--- src/rtl/gpsm_pkg.sv ---
// shared types, constants and codes for the greedy path sequence matcher
package gpsm_pkg;

    localparam int NUM_PATHS    = 32;
    localparam int MAX_PATH_LEN = 16;
    localparam int ID_BITS      = 16;

    localparam int SLOT_W = $clog2(NUM_PATHS);
    localparam int POS_W  = $clog2(MAX_PATH_LEN);
    localparam int FILL_W = $clog2(MAX_PATH_LEN + 1);

    // request opcodes
    localparam logic [1:0] OP_LOAD  = 2'd0;
    localparam logic [1:0] OP_VISIT = 2'd1;
    localparam logic [1:0] OP_FLUSH = 2'd2;

    // result kinds
    localparam logic [1:0] KIND_MATCH     = 2'd0;
    localparam logic [1:0] KIND_UNMATCHED = 2'd1;
    localparam logic [1:0] KIND_NONE      = 2'd2;

    typedef logic [ID_BITS-1:0]                    t_id;
    typedef logic [MAX_PATH_LEN-1:0][ID_BITS-1:0] t_row;
    typedef logic [SLOT_W-1:0]                     t_slot;
    typedef logic [FILL_W-1:0]                     t_fill;

    typedef struct packed {
        logic [1:0]  op;
        logic [4:0]  path_index;
        logic [3:0]  path_position;
        logic [4:0]  path_length;
        logic [15:0] path_image;
        logic [15:0] hotspot_id;
        logic [62:0] entry_time;
        logic [62:0] exit_time;
        logic [15:0] visit_image;
    } t_in_item;

    typedef struct packed {
        logic [1:0]  kind;
        logic [4:0]  matched_path;
        logic [31:0] first_visit;
        logic [4:0]  visit_count;
        logic [62:0] start_time;
        logic [62:0] end_time;
        logic [15:0] visit_id;
        logic [15:0] image_index;
        logic        last;
    } t_out_item;

    // window head entry
    typedef struct packed {
        t_id         id;
        logic [62:0] entry_time;
        logic [62:0] exit_time;
        logic [15:0] image;
    } t_win_entry;

    // window control from the sequencer
    typedef struct packed {
        logic push;
        logic shift;
        logic clear;
    } t_win_ctl;

    typedef enum logic [2:0] {
        ST_IDLE,
        ST_SCAN,
        ST_SHIFT,
        ST_EMIT,
        ST_MARK
    } t_state;

endpackage

--- src/rtl/gpsm_window.sv ---
// visit window: shift line of held visits and the shared row compare unit
module gpsm_window (
    input  logic                   i_clk,
    input  logic                   i_rst_n,
    input  gpsm_pkg::t_win_ctl     i_ctl,
    input  gpsm_pkg::t_win_entry   i_visit,
    input  gpsm_pkg::t_row         i_row,
    input  gpsm_pkg::t_fill        i_len,
    output gpsm_pkg::t_fill        o_fill,
    output gpsm_pkg::t_win_entry   o_head,
    output logic                   o_hit
);

    gpsm_pkg::t_win_entry r_win [gpsm_pkg::MAX_PATH_LEN];
    gpsm_pkg::t_fill      r_fill;
    logic                 w_hit;

    // fill count
    always_ff @(posedge i_clk) begin
        if (!i_rst_n) begin
            r_fill <= '0;
        end else if (i_ctl.clear) begin
            r_fill <= '0;
        end else if (i_ctl.push) begin
            r_fill <= r_fill + 1'b1;
        end else if (i_ctl.shift && (r_fill != '0)) begin
            r_fill <= r_fill - 1'b1;
        end
    end

    // entries: append at the tail, advance toward the head
    always_ff @(posedge i_clk) begin
        if (i_ctl.push) begin
            r_win[r_fill[gpsm_pkg::POS_W-1:0]] <= i_visit;
        end else if (i_ctl.shift) begin
            for (int i = 0; i < gpsm_pkg::MAX_PATH_LEN - 1; i++) begin
                r_win[i] <= r_win[i + 1];
            end
        end
    end

    // compare one path row against the leading visits
    always_comb begin
        w_hit = (i_len >= gpsm_pkg::t_fill'(2)) && (i_len <= r_fill);
        for (int i = 0; i < gpsm_pkg::MAX_PATH_LEN; i++) begin
            if ((gpsm_pkg::t_fill'(i) < i_len) && (i_row[i] != r_win[i].id)) begin
                w_hit = 1'b0;
            end
        end
    end

    assign o_fill = r_fill;
    assign o_head = r_win[0];
    assign o_hit  = w_hit;

endmodule

--- config.mk ---
export PLATFORM = sky130hd
export DESIGN_NAME = gpsm_window
export DESIGN_NICKNAME = d
export VERILOG_FILES = /design/src/rtl/gpsm_pkg.sv /design/src/rtl/gpsm_window.sv
export SDC_FILE = /design/constraint.sdc
export NUM_CORES = 2
export LEC_CHECK = 0
export BUFFER_PORTS_ARGS = -buffer_cell sky130_fd_sc_hd__buf_2
export CAP_MARGIN = 40
export CORE_ASPECT_RATIO = 0.5
export CORE_MARGIN = 2
export CORE_UTILIZATION = 40
export CTS_BUF_LIST = sky130_fd_sc_hd__clkbuf_2
export CTS_CLUSTER_SIZE = 10
export DETAILED_ROUTE_END_ITERATION = 8
export HOLD_SLACK_MARGIN = 0.1
export PLACE_DENSITY = 0.53
export SLEW_MARGIN = 20
export SYNTH_ARGS = -nofsm -noshare
export SYNTH_HDL_FRONTEND = slang
export SYNTH_SLANG_ARGS = --single-unit
--- constraint.sdc ---
create_clock -name i_clk -period 19.3 [get_ports i_clk]
set_clock_uncertainty 0.05 [all_clocks]
set_input_delay 2.895 -clock i_clk [delete_from_list [all_inputs] [get_ports i_clk]]
set_output_delay 2.895 -clock i_clk [all_outputs]
set_load 0.01 [all_outputs]
Word level (Yosys, flattened, before mapping)
Memory sizes are Yosys's and may differ from the RTL's.
Index checks and enable logic that the tools add are counted.
{"block": "word_totals", "in_bits": 424, "ff_bits": 5, "ram_bits": 2528, "n_memories": 1}
{"memory": "r_win", "words": 16, "word_bits": 158, "read_ports": 16, "rd_ports_with_merged_regs": 0, "write_ports": 15, "line_no": "gpsm_window.sv:14", "source": "gpsm_pkg::t_win_entry r_win [gpsm_pkg::MAX_PATH_LEN];"}
{"block": "classes", "bitwise_logic": 1, "n_eq_ne": 16, "muxes": 26, "n_reduce_logical": 22, "add_sub_neg": 2, "n_lt_le_gt_ge": 18}
{"operator": "16-bit != test", "n": 16}
{"operator": "158-bit two-way mux", "n": 1}
{"operator": "158-bit OR reduction", "n": 1}
{"operator": "4-bit by 5-bit less-than comparator with 1-bit output, first input constant", "n": 8}
{"operator": "1-bit two-way mux", "n": 22}
{"operator": "3-bit by 5-bit less-than comparator with 1-bit output, first input constant", "n": 4}
{"operator": "1-bit logical AND", "n": 18}
{"operator": "1-bit by 5-bit less-than comparator with 1-bit output, first input constant", "n": 2}
{"operator": "2-bit by 5-bit less-than comparator with 1-bit output, first input constant", "n": 2}
{"operator": "5-bit two-way mux", "n": 2}
{"operator": "5-bit by 1-bit adder with 5-bit output, second input constant", "n": 1}
{"operator": "5-bit by 2-bit >= comparator with 1-bit output, second input constant", "n": 1}
{"operator": "5-bit less-or-equal comparator", "n": 1}
{"operator": "5-bit nonzero test", "n": 1}
{"operator": "5-bit by 1-bit subtractor with 5-bit output, second input constant", "n": 1}
{"operator": "4-bit two-way mux", "n": 1}
{"operator": "2-bit nonzero test", "n": 1}
{"operator": "2-bit OR reduction", "n": 1}
{"operator": "1-bit NOT", "n": 1}

Depth between registers and ports, before layout
{"block": "depth", "word_depth": 18, "mapped_depth": 9}

Least setup slack after synthesis
No wires, ideal clock.
{"block": "synth_timing", "path_type": "input to register", "start": "input i_ctl[2] in the netlist's numbering", "end": "memory r_win[11][0] in the netlist's numbering, enable pin", "t_arrival_ps": 14067, "cell_stages": 2, "setup_slack_ps": 4288, "path_cell_list": "nand3_1 -> o21ai_0"}
{"element": "start: declaration", "line_no": "gpsm_window.sv:5", "source": "input gpsm_pkg::t_win_ctl i_ctl,"}
{"element": "end: declaration", "line_no": "gpsm_window.sv:14"}

Worst setup path after layout
{"block": "layout_timing", "start": "input i_row[113] in the netlist's numbering", "end": "output o_hit"}
{"block": "layout_via", "elab_chain_cells": 11}
{"element": "start: declaration", "line_no": "gpsm_window.sv:7", "source": "input gpsm_pkg::t_row i_row,"}
{"element": "16-bit != test", "line_no": "gpsm_window.sv:46", "source": "if ((gpsm_pkg::t_fill'(i) < i_len) && (i_row[i] != r_win[i].id)) begin"}
{"element": "1-bit logical AND", "line_no": "gpsm_window.sv:46"}
{"element": "1-bit two-way mux (9 in a row)", "line_no": "gpsm_window.sv:46"}
{"element": "end: declaration", "line_no": "gpsm_window.sv:11", "source": "output logic o_hit"}
No other way between the ends.

==> results summary <==
The height of the die came out at 358 µm. The flip-flop and latch count after synthesis came out at 2,533. The number of global-route vias before repair is 58,600.

The die footprint came out at 0.255 mm². The number of nets with antenna violations after routing came out at 0. The worst setup path is launched from an input port. The synthesized area per cell came out at approximately 17 µm². The first global-routing pass estimated 382,000 µm of wire. The maximum VDD drop is between 0.04 and 0.05 mV. Global routing consumed, on the met2 layer, 33.6% of the routing resources. The number of buffers added on ports came out at about 600. The worst setup path is captured at an output port.

The via density per instance is approximately 5.2. The number of synthesized flops with an enable pin came out at 2,528. The core outline area is between 0.2 and 0.25 mm². Static timing analysis puts the maximum clock frequency at roughly 120 MHz. After the flow finishes, the layout carries non-filler instances totaling ~11,000.

The count of final setup violators is 0. The setup slack after placement is 10,700 ps. The layout has approximately 22,000 filler cells.

The min-delay analysis places its worst path in the category register to register. The top-level port count came out at just under 600. The initial antenna violation count is 35. The worst path in the final design needs a cycle of ~8600 ps, including I/O delays and setup. Summing every instance area after synthesis gives approximately 0.1 mm².

Setup repair after global routing left no endpoint under its margin. The buffer depth of the longest clock path is 4. The required arrival time at the worst endpoint is about 16,000 ps. The net count after synthesis came out at ~6,400. The post-synthesis to final-layout area growth is 13.1%. The post-route fraction of the period consumed by the critical path came out at 44.5%. The number of gates given a new drive strength after cts is 0. After detailed routing, the number of remaining DRC violations is 0. For this run, global-route usage on met1 was measured as about a quarter. The placer's final routability congestion estimate is 0.892. The sequential cell area fraction in the yosys report came out at about three quarters. The final routed wirelength across all metal layers came out at 261,000 µm. The total routing resource utilization after global routing came out at between 20 and 25%. The violation count after the first detailed-routing iteration came out at 4,170. After layout, the worst setup slack is 10,720 ps.

The number of setup buffers added after CTS is 0. The first-pass detailed-route iteration total is 5. The clock latency of the later-clocked register in the worst-skew pair is around 1600 ps. The H-tree was split into 6 levels.

The global-route met3 utilization came out at slightly below 4%. The cell count after synthesis came out at around 6,000. The residual overflow from global routing is 0.

The number of buffers added to fix hold violations after cts is 0. The largest driver fanout on the critical path came out at 2. Measured along the x axis, the die boundary spans just over 700 µm. The CTS sink count came out at approximately 2,500. The count of final max-slew check failures came out at 0.

In the synthesized netlist the dominant register cell turns out to be sky130_fd_sc_hd__edfxtp_1. Once placement completed, the tool counted placed cells totaling 9,694. The average detailed-routed wire length per instance came out at between 20 and 25 µm. The clock root buffer master is sky130_fd_sc_hd__clkbuf_2.

The global routing stage identified its most utilized layer as met2. Entering global routing, the biggest net connects 214 pins. The run finished with clean final reports. In the final design database the tool counted between 7,000 and 8,000 nets. The largest single stage delay on the critical path is between 500 and 600 ps. The worst pin sits at a relative slew slack of 18.8%. For this configuration, the core starts out at a cell density of 40.4%. The tool flagged a number of max-cap violations equal to 0. The async set or reset register ratio after synthesis is 0%. Clock-pin slew was measured on the worst setup and hold paths at between 100 and 150 ps.

The transition time of the tightest slew-check pin came out at ~1200 ps. Of the cells placed in the final design, the portion with a size suffix greater than 1 is about a quarter. The number of buffers inserted during clock tree synthesis is approximately 600. Setup slack on the worst reg-to-reg path comes out at roughly 15,000 ps.

For this block, the via count after detailed routing is 56,000. The total negative slack for setup checks came out at 0 ps. After legalization and detailed placement, the total HPWL measured 160,000 µm. Among all stages on the critical path, the largest delay is contributed by sky130_fd_sc_hd__nor4_1. The data arrival time of the critical path is roughly 5600 ps. The TritonCTS clock tree is built. Traced cell by cell, the critical path runs through buf_2, xnor2_1, nand4_1, nor4_1, nand2_1, a2111oi_0, nand4_1, nor3_2, buf_2.

After floorplanning, the core was divided into between 100 and 150 placement rows. The synthesis warning total came out at 0. The critical path is of the input port to output port type. The cell leakage power is about 0.051 µW.

The number of hold violations in the final report is 0. The count of distinct cell types in the synthesized netlist is 36. The power density over cell area is between 90 and 100 mW/mm².
## final timing paths
| path | depth (start not counted) | endpoint | start |
|---|---|---|---|
| worst min-delay path | 1 | r_win[4][85] | r_win[5][85] |
| worst min register to register | 1 | r_win[4][85] | r_win[5][85] |
| worst max-delay path | 9 | o_hit | i_row[113] |
| worst max register to register | 6 | r_win[4][47] | o_fill[2] |
## per-layer routing
metal	wire length, µm	up-vias
li1	-	25200
met1	114000	28900
met2	127000	1478
met3	12700	398
met4	6930	14
met5	97	-
## cell type report
cell class              count  area, µm²  share of cell area [%]
diodes                      6       15.0                  0.0132
clock buffers             858       4290                    3.79
clock inverters           125        711                   0.627
inverters                   8       30.0                  0.0265
multi-input cells        2961      22400                    19.8
flip-flops and latches   2533      76000                    67.1
well taps                3340       4180                    3.69
repair buffers            861       5720                    5.04
## placed cells by master (no fill, tap or decap), types with 27 or more instances in the layout
master	synthesis	layout
sky130_fd_sc_hd__a21o_1	2372	2372
sky130_fd_sc_hd__buf_2	317	589
sky130_fd_sc_hd__nor2b_1	160	143
sky130_fd_sc_hd__xnor2_1	201	201
sky130_fd_sc_hd__xor2_1	59	59
sky130_fd_sc_hd__clkinv_1	0	78
sky130_fd_sc_hd__edfxtp_1	2528	2528
sky130_fd_sc_hd__inv_2	0	27
sky130_fd_sc_hd__clkbuf_2	0	858
sky130_fd_sc_hd__nand4_1	53	53
sky130_fd_sc_hd__buf_4	0	221
## sequential cells by signal, summed over array words and instances, names as in the netlist
| register | flops |
|---|---|
| r_win | 2528 |
| o_fill | 5 |
## kinds of logic after synthesis
logic type	share of synthesized area [%]
flops	75.8
fa+ha+maj	0.120
simple gates	1.68
xor+xnor	2.27
compound gates	18.0
buf+inv	2.09
mux	0.0200
## synth_stat cells, types with 2 or more instances
cell type	count	share of area [%]
sky130_fd_sc_hd__a21o_1	2372	18
sky130_fd_sc_hd__xor2_1	59	0.52
sky130_fd_sc_hd__or2_2	2	0.012
sky130_fd_sc_hd__a31oi_1	2	0.012
sky130_fd_sc_hd__nor2_1	12	0.045
sky130_fd_sc_hd__nor4_2	2	0.025
sky130_fd_sc_hd__a21oi_1	8	0.040
sky130_fd_sc_hd__buf_2	317	1.6
sky130_fd_sc_hd__dfxtp_1	5	0.10
sky130_fd_sc_hd__o21ai_0	19	0.095
sky130_fd_sc_hd__inv_1	8	0.030
sky130_fd_sc_hd__buf_1	2	0.0075
sky130_fd_sc_hd__nand2b_1	2	0.012
sky130_fd_sc_hd__ha_1	8	0.10
sky130_fd_sc_hd__clkbuf_1	125	0.47
sky130_fd_sc_hd__nand4_1	53	0.33
sky130_fd_sc_hd__edfxtp_1	2528	76
sky130_fd_sc_hd__a211oi_1	2	0.015
sky130_fd_sc_hd__nor2b_1	160	1.0
sky130_fd_sc_hd__o22ai_1	3	0.019
sky130_fd_sc_hd__xnor2_1	201	1.8
sky130_fd_sc_hd__nand2_1	11	0.041
sky130_fd_sc_hd__nand3_1	7	0.035
sky130_fd_sc_hd__nor4_1	25	0.16
sky130_fd_sc_hd__mux2i_1	2	0.020
## critical path: cells and delay by family
family	cells	cell delay (ps)
AOI/OAI and AO/OA	1	570
xor gates and xnor gates	1	200
buffers and inverters	2	310
and+or+nand+nor	5	1640
## power breakdown
group | leakage [µW] | switching (µW) | internal (µW) | total, µW
Combinational | 0.0230 | 625 | 391 | 1020
Clock | 0.00394 | 2130 | 1280 | 3400
Sequential | 0.0240 | 112 | 6460 | 6570
Total | 0.0509 | 2860 | 8120 | 11000
## stage by stage
step                      total power, µW  area [µm²]  hold WS, ps  util (%)
final                               11000      113000          405      45.7
after floorplan                      7390      100000          445         -
after CTS                           11200      113000          388      45.6
after global routing                11500      113000          409      45.7
after global placement               7660      106000          446      42.9
after detailed placement             7730      108000          451      43.6
Note: power is estimated with default switching activity, not from simulation.
